`src/hw/rtl/rgbfade_pkg.sv`:
```
`timescale 1ns / 1ps
// ----------------------------------------------------------------------------
// RGB fade stepper package
// Transfer types, command codes and fixed constants shared by the fade
// stepper and its checker.
// ----------------------------------------------------------------------------
package rgbfade_pkg;

  // Command codes carried in the input transfer.
  localparam logic CMD_START = 1'b0;
  localparam logic CMD_TICK  = 1'b1;

  // Reset value of the step interval register.
  localparam logic [15:0] STEP_INTERVAL_RESET = 16'd1000;

  // The multiply and divide each retire one bit per cycle, eight bits each.
  localparam logic [2:0] DIGIT_LAST = 3'd7;

  typedef struct packed {
    logic        command;
    logic [23:0] start_color;
    logic [23:0] end_color;
  } fade_in_t;

  typedef struct packed {
    logic [23:0] color;
    logic [7:0]  step_number;
    logic        last;
  } fade_out_t;

endpackage

```
`src/hw/rtl/rgb_linear_fade_stepper_top.sv`:
```
`timescale 1ns / 1ps
// A start transfer's result passes through the result register and then
// the output register. For a tick that ends an interval the input stalls
// while eight multiply bits and eight divide bits run and the step waits
// for the output register. A tick that ends no interval does not stall it.
// Reset (rst_ni low, asynchronous) leaves the block idle with no fade
// running, the output empty and the step interval at 1000.
// ----------------------------------------------------------------------------
// RGB linear fade stepper
// Steps a color from a start color toward an end color along a straight line
// in integer steps, one step after every step interval worth of ticks.
// ----------------------------------------------------------------------------
module rgb_linear_fade_stepper_top import rgbfade_pkg::*; (
  input  logic      clk_i,
  input  logic      rst_ni,
  // Command channel: starts and ticks.
  input  logic      in_valid_i,
  output logic      in_stall_o,
  input  fade_in_t  in_data_i,
  // Step results.
  output logic      out_valid_o,
  input  logic      out_stall_i,
  output fade_out_t out_data_o,
  // Step interval register write.
  input  logic      cfg_valid_i,
  output logic      cfg_ready_o,
  input  logic [15:0] cfg_data_i
);

  // The sequencer walks through a serial multiply and a serial divide that
  // work on all three channels side by side. The result then waits in PEND
  // until the output register is free.
  typedef enum logic [3:0] {
    ST_IDLE = 4'b0001,
    ST_MUL  = 4'b0010,
    ST_DIV  = 4'b0100,
    ST_PEND = 4'b1000
  } state_e;

  state_e state_q, state_d;
  logic [2:0]  cnt_q, cnt_d;
  logic        busy_q, busy_d;
  logic [15:0] tick_q, tick_d;
  logic [15:0] interval_q, interval_d;
  logic        out_valid_q, out_valid_d;

  // Fade parameters, kept from the start transfer.
  logic [23:0] base_q, base_d;
  logic [8:0]  delta_q [3];
  logic [8:0]  delta_d [3];
  logic [7:0]  total_q, total_d;
  logic [7:0]  next_q, next_d;

  // Step engine. The accumulator first builds |delta| * i most significant
  // bit first; the divide then treats its upper byte as the partial
  // remainder and shifts quotient bits into its lower byte.
  logic [7:0]  idx_q, idx_d;
  logic [7:0]  mplr_q, mplr_d;
  logic [15:0] acc_q [3];
  logic [15:0] acc_d [3];

  fade_out_t   res_q, res_d;
  fade_out_t   out_q, out_d;

  // Per-channel arithmetic.
  logic [8:0]  st_diff  [3];
  logic [7:0]  st_abs   [3];
  logic [7:0]  st_max;
  logic [7:0]  dmag     [3];
  logic [15:0] mul_nxt  [3];
  logic [8:0]  div_trial[3];
  logic [15:0] div_nxt  [3];
  logic [7:0]  step_ch  [3];

  logic [15:0] tick_inc;
  logic [15:0] limit;
  logic        step_fin;

  assign in_stall_o  = (state_q != ST_IDLE);
  assign out_valid_o = out_valid_q;
  assign out_data_o  = out_q;
  // The interval register takes a write in any cycle.
  assign cfg_ready_o = 1'b1;

  assign tick_inc = tick_q + 16'd1;
  // An interval of zero behaves as an interval of one.
  assign limit    = (interval_q == 16'd0) ? 16'd1 : interval_q;
  // The step being finished is the final one when i + 1 reaches N.
  assign step_fin = (({1'b0, idx_q} + 9'd1) >= {1'b0, total_q});

  // Channel 0 is red (bits 23:16), channel 2 is blue (bits 7:0).
  always_comb begin : chan_math
    for (int c = 0; c < 3; c++) begin
      st_diff[c]   = {1'b0, in_data_i.end_color[(2-c)*8 +: 8]}
                   - {1'b0, in_data_i.start_color[(2-c)*8 +: 8]};
      st_abs[c]    = st_diff[c][8] ? 8'(-st_diff[c]) : st_diff[c][7:0];
      dmag[c]      = delta_q[c][8] ? 8'(-delta_q[c]) : delta_q[c][7:0];
      mul_nxt[c]   = {acc_q[c][14:0], 1'b0} + (mplr_q[7] ? {8'd0, dmag[c]} : 16'd0);
      // The product is below N * 256, so the remainder always fits a byte.
      div_trial[c] = {acc_q[c][15:8], acc_q[c][7]};
      if (div_trial[c] >= {1'b0, total_q}) begin
        div_nxt[c] = {8'(div_trial[c] - {1'b0, total_q}), acc_q[c][6:0], 1'b1};
      end else begin
        div_nxt[c] = {div_trial[c][7:0], acc_q[c][6:0], 1'b0};
      end
      // Apply the sign of the delta to the quotient, which truncates toward zero.
      if (delta_q[c][8]) begin
        step_ch[c] = base_q[(2-c)*8 +: 8] - div_nxt[c][7:0];
      end else begin
        step_ch[c] = base_q[(2-c)*8 +: 8] + div_nxt[c][7:0];
      end
    end
  end

  always_comb begin : step_count
    st_max = st_abs[0];
    if (st_abs[1] > st_max) begin
      st_max = st_abs[1];
    end
    if (st_abs[2] > st_max) begin
      st_max = st_abs[2];
    end
  end

  always_comb begin : control
    state_d    = state_q;
    cnt_d      = cnt_q;
    busy_d     = busy_q;
    tick_d     = tick_q;
    interval_d = interval_q;
    base_d     = base_q;
    total_d    = total_q;
    next_d     = next_q;
    idx_d      = idx_q;
    mplr_d     = mplr_q;
    res_d      = res_q;
    out_d      = out_q;
    for (int c = 0; c < 3; c++) begin
      delta_d[c] = delta_q[c];
      acc_d[c]   = acc_q[c];
    end
    // A waiting result leaves the output register once it is taken.
    out_valid_d = out_valid_q && out_stall_i;

    case (state_q)
      ST_IDLE: begin
        if (in_valid_i) begin
          if (in_data_i.command == CMD_START) begin
            // A start always replaces whatever fade was running.
            base_d  = in_data_i.start_color;
            total_d = st_max;
            next_d  = 8'd0;
            tick_d  = 16'd0;
            for (int c = 0; c < 3; c++) begin
              delta_d[c] = st_diff[c];
            end
            res_d.step_number = 8'd0;
            if (st_max == 8'd0) begin
              // Equal colors: the end color goes out at once as the last step.
              busy_d      = 1'b0;
              res_d.color = in_data_i.end_color;
              res_d.last  = 1'b1;
            end else begin
              res_d.color = in_data_i.start_color;
              res_d.last  = (st_max == 8'd1);
              busy_d      = (st_max != 8'd1);
              if (st_max != 8'd1) begin
                next_d = 8'd1;
              end
            end
            state_d = ST_PEND;
          end else if (busy_q) begin
            if (tick_inc < limit) begin
              tick_d = tick_inc;
            end else begin
              // The interval has run out: compute the next step.
              tick_d = 16'd0;
              idx_d  = next_q;
              mplr_d = next_q;
              cnt_d  = 3'd0;
              for (int c = 0; c < 3; c++) begin
                acc_d[c] = 16'd0;
              end
              state_d = ST_MUL;
            end
          end
        end
      end

      ST_MUL: begin
        for (int c = 0; c < 3; c++) begin
          acc_d[c] = mul_nxt[c];
        end
        mplr_d = {mplr_q[6:0], 1'b0};
        cnt_d  = cnt_q + 3'd1;
        if (cnt_q == DIGIT_LAST) begin
          state_d = ST_DIV;
        end
      end

      ST_DIV: begin
        for (int c = 0; c < 3; c++) begin
          acc_d[c] = div_nxt[c];
        end
        cnt_d = cnt_q + 3'd1;
        if (cnt_q == DIGIT_LAST) begin
          res_d.color       = {step_ch[0], step_ch[1], step_ch[2]};
          res_d.step_number = idx_q;
          res_d.last        = step_fin;
          if (step_fin) begin
            busy_d = 1'b0;
          end else begin
            next_d = idx_q + 8'd1;
          end
          state_d = ST_PEND;
        end
      end

      ST_PEND: begin
        if (!out_valid_q || !out_stall_i) begin
          out_valid_d = 1'b1;
          out_d       = res_q;
          state_d     = ST_IDLE;
        end
      end

      default: begin
        state_d = ST_IDLE;
      end
    endcase

    if (cfg_valid_i) begin
      interval_d = cfg_data_i;
    end
  end

  always_ff @(posedge clk_i or negedge rst_ni) begin
    if (!rst_ni) begin
      state_q     <= ST_IDLE;
      cnt_q       <= 3'd0;
      busy_q      <= 1'b0;
      tick_q      <= 16'd0;
      interval_q  <= STEP_INTERVAL_RESET;
      out_valid_q <= 1'b0;
    end else begin
      state_q     <= state_d;
      cnt_q       <= cnt_d;
      busy_q      <= busy_d;
      tick_q      <= tick_d;
      interval_q  <= interval_d;
      out_valid_q <= out_valid_d;
    end
  end

  // Datapath registers carry no reset; they are loaded before they are used.
  always_ff @(posedge clk_i) begin
    base_q  <= base_d;
    total_q <= total_d;
    next_q  <= next_d;
    idx_q   <= idx_d;
    mplr_q  <= mplr_d;
    res_q   <= res_d;
    out_q   <= out_d;
    for (int c = 0; c < 3; c++) begin
      delta_q[c] <= delta_d[c];
      acc_q[c]   <= acc_d[c];
    end
  end

endmodule

```
`config.mk`:
```
export PLATFORM = sky130hd
export DESIGN_NAME = rgb_linear_fade_stepper_top
export DESIGN_NICKNAME = d
export VERILOG_FILES = /design/src/hw/rtl/rgbfade_pkg.sv /design/src/hw/rtl/rgb_linear_fade_stepper_top.sv
export SDC_FILE = /design/constraint.sdc
export NUM_CORES = 1
export LEC_CHECK = 0
export BUFFER_PORTS_ARGS = -buffer_cell sky130_fd_sc_hd__buf_2
export CAP_MARGIN = 20
export CELL_PAD_IN_SITES_DETAIL_PLACEMENT = 0
export CELL_PAD_IN_SITES_GLOBAL_PLACEMENT = 1
export CORE_ASPECT_RATIO = 0.6
export CORE_UTILIZATION = 32
export DETAILED_ROUTE_END_ITERATION = 10
export GPL_TIMING_DRIVEN = 1
export PLACE_DENSITY_LB_ADDON = 0.15
export RECOVER_POWER = 100
export SLEW_MARGIN = 40
export SYNTH_ARGS = -nofsm -noshare
export SYNTH_HDL_FRONTEND = slang
export SYNTH_SLANG_ARGS = --single-unit
```
`constraint.sdc`:
```
create_clock -name clk_i -period 14.4 [get_ports clk_i]
set_clock_uncertainty 0.1 [all_clocks]
set_input_delay 1.44 -clock clk_i [delete_from_list [all_inputs] [get_ports clk_i]]
set_output_delay 1.44 -clock clk_i [all_outputs]
set_load 0.01 [all_outputs]
```
==> out/metrics.yaml <==
status:
  status: "complete, but fails checks"
  violations: "max-capacitance violations, max-slew violations"
finish:
  layout.cells.non_filler: 2326
  syn_to_final_growth_pct: 12.25
  final_nets: 1888
  diodes: 0
  drive_gt1_share_pct: 6.643
  postLayoutCoreUtil_pct: 36.90
floorplan:
  die_y_um: 174.9
  coreArea_um2: 48480
  pin_count: 106
  fp.dieArea_um2: 50740
  fp.dieW_um: 290.1
  fp-row-count: 62
  start_util_pct: 32.88
critical_path:
  worstPathRequired_ns: 14.61
  path_max_fanout: 23
  crit_path_start_kind: "primary input"
  r2r_cells: 14
  r2r_setup_slack_ns: 8.23
  rr_endpoint: "acc_q[0][20]"
  rr_startpoint: "tick_q[2]"
  crit_start: "in_data_i[37]"
  cp.arrival_ns: 10.03
  endpoint_kind: "flip-flop"
  cp-endpoint: "res_q[31]"
  crit_type: "in -> reg"
power_and_ir_drop:
  ir_worst_vdd_uv: 90.31
  power_w: 0.002477
  p_per_area_nw_per_um2: 138.4
  total_leakage_power_nw: 7.152
clock_network:
  cts_tree: "done"
  postCtsSetupRepairBufs: 0
  clock-sinks: 238
  htreeDepth: 1
  clkTransAtPathRegs_ns: 0.06
  clockBufferDepth: 3
  cts.hold.buffers_added: 0
  root_buffer: "clkbuf_16"
  cts_buffers: 27
  clock_latency_ns: 0.56
  cts_resized: 0
global_routing:
  grt_pass1_wl_um: 69480
  grt_util_met1_pct: 28.58
  grt_use_met2_pct: 24.18
  overflow: 0
  grt_pass1_vias: 11600
  grt_busiest_layer: "met1"
  antenna_found_initial: 0
  grt_max_degree: 61
  grt_util_met3_pct: 2.887
  gr-usage-all-layers_pct: 17.61
timing:
  hold_viol: 0
  max_freq_mhz: 101.8
  slew_headroom_pct: -162.5
  tightest_slew_ns: 3.937
  post-route-period-util_pct: 68.22
  tns_ns: 0
  rsz0062_at_grt: "no"
  finalSetupViolCount: 0
  slew_viol_final: 289
  finalCriticalPeriod_ns: 9.823
logic_synthesis:
  yosysWarnings: 0
  netlist_area_um2: 15940
  ys_ff_latch: 238
  synth-edff-count: 197
  synthXorXnorAreaFrac_pct: 7.410
  yosys.area_share.adder_pct: 12.57
  synth-seq-area-share_pct: 43.60
  syn-num-nets: 1782
  yosys.area_share.simple_pct: 13.70
  synth_top_family_by_area: "compound AO/OA/AOI/OAI gates"
  dominantRegCellSynth: "edfxtp_1"
  syn_inst: 1559
  ys_types: 85
  synth_mux_area_share_pct: 0.7064
  synth_compound_area_share_pct: 17.53
  avgSynthCellArea_um2: 10.22
  async_flop_share_pct: 17.23
route:
  antenna_left: 0
  drt-pass1-iter-count: 5
  drc: 0
  via_per_inst: 5.115
  drt_iter0_drc: 704
  dr_total_vias: 11900
  routed_wl_um: 44970
  wl_per_cell_um: 19.33
place:
  placedCellCount: 2276
  place_hpwl_um: 33490
  placement.io_buffers: 104
  gp_congestion: 0.8602
min_path:
  hp-class: "reg -> reg"
job:
  maxCapViolCount: 7
-- how the worst min path moves through the flow --
stage,start,endpoint,slack [ns],cells past startpoint
3_5_place_dp,res_q[25],out_data_o[25],0.30,0
3_3_place_gp,res_q[6],out_data_o[6],0.30,0
5_1_grt,res_q[25],out_data_o[25],0.33,0
4_1_cts,res_q[25],out_data_o[25],0.32,0
2_1_floorplan,res_q[0],out_data_o[0],0.30,0
6_report,res_q[25],out_data_o[25],0.32,0
-- state kept, by name (all words and copies together), names as in the netlist, 16 cells and up --
register,count
base_q,24
interval_q,16
delta_q,27
res_q,33
out_data_o,33
tick_q,16
acc_q,48
-- where the power goes --
part / switching (W) / total (W) / internal (W)
Combinational: 0.000579 / 0.000863 / 0.000284
Clock: 0.000306 / 0.000718 / 0.000411
Sequential: 0.0000410 / 0.000896 / 0.000855
-- cell type report --
| cell class | count | area (um2) |
|---|---|---|
| Clock buffer | 34 | 764.5 |
| Clock inverter | 16 | 133.9 |
| Fill cell | 4823 | 30590 |
| Inverter | 127 | 476.7 |
| Multi-Input combinational cell | 1148 | 8228 |
| Sequential cell | 238 | 6950 |
| Tap cell | 640 | 800.8 |
| Timing Repair Buffer | 123 | 538.0 |
-- worst max-delay path, stage by stage --
cell       delay [ns]
clkbuf_1         0.13
inv_1            0.08
ha_1             0.36
o311ai_0         1.07
a21oi_1          0.20
xnor2_1          0.54
ha_1             0.35
and3_1           0.22
nand2_1          0.10
a21oi_1          0.06
or4_1            0.49
o2111ai_1        0.24
a22o_1           0.48
o21ai_0          0.27
ha_1             0.37
nor2b_1          0.14
o21a_1           0.11
o21ai_0          0.06
nand2b_1         0.09
a21oi_1          0.06
o21a_1           0.18
a21oi_1          0.57
mux2_1           0.40
a211oi_1         0.24
and2_0           0.17
clkbuf_1         0.97
a311oi_1         0.22
a311o_1          0.40
-- cell usage after synthesis, types with 8 or more instances --
master    number  area share [%]
a21oi_1       70             2.2
o21ai_0      118             3.7
o22ai_1       17            0.67
nor2_1       103             2.4
nand2b_1      27             1.1
a311oi_1      10            0.55
fa_1          12             1.5
nand2_1      122             2.9
o21a_1        20            0.94
or3_1          8            0.31
inv_1        125             2.9
clkbuf_1      26            0.61
and2_1        44             1.7
a32o_1        14            0.88
a21o_1        26             1.2
edfxtp_1     197              37
a31oi_1       20            0.78
xnor2_1       91             5.0
xor2_1        42             2.3
a21boi_0       9            0.42
ha_1         141              11
a311o_1       11            0.69
nor2b_1       29             1.1
o31ai_1        9            0.42
o21bai_1       9            0.42
dfrtp_1       34             5.3
o31a_1        11            0.60
mux2i_1        9            0.57
nand4_1       21            0.82
and3_1        11            0.43
nor3_1        18            0.57
nand3_1       24            0.75
-- metrics by stage --
| step | hold slack (ns) | setup slack [ns] | area [um2] |
|---|---|---|---|
| global route | 0.3262 | 4.002 | 17890 |
| finish | 0.3179 | 4.577 | 17890 |
| global placement | 0.3044 | 5.474 | 17200 |
| floorplan | 0.3003 | 6.300 | 15940 |
| CTS | 0.3193 | 5.932 | 18100 |
| detailed placement | 0.3045 | 5.353 | 17210 |
-- cell families (layout without fill, tap and decap cells) --
logic type / count (synthesis) / after routing
buf+inv: 173 / 300
mux: 11 / 11
flops: 238 / 238
other cells: 1 / 1
simple gates: 439 / 439
fa+ha+maj: 153 / 153
compound gates: 410 / 410
xor+xnor: 134 / 134
-- layer usage --
layer	share of wire, %	up-vias
met1	56	5696
met4	1.2	0
li1	-	5905
met3	4.8	40
met2	38	257
met5	0	-
-- cells in the final DEF, fill, tap and decap left out, types with 12 or more instances in the layout --
| master | instances |
|---|---|
| ha_1 | 141 |
| edfxtp_1 | 197 |
| a21oi_1 | 71 |
| nor2_1 | 103 |
| o22ai_1 | 18 |
| a31oi_1 | 20 |
| nand2_1 | 122 |
| fa_1 | 12 |
| a21o_1 | 26 |
| clkbuf_16 | 29 |
| xnor2_1 | 92 |
| nor3_1 | 18 |
| xor2_1 | 42 |
| nor2b_1 | 29 |
| nand3_1 | 24 |
| a32o_1 | 14 |
| nand4_1 | 21 |
| nand2b_1 | 27 |
| and2_0 | 15 |
| dfrtp_1 | 34 |
| buf_2 | 43 |
| and2_1 | 28 |
| clkbuf_1 | 77 |
| o21ai_0 | 120 |
| o21a_1 | 20 |
| inv_1 | 125 |
No activity file was read; power rests on OpenSTA's default activity.
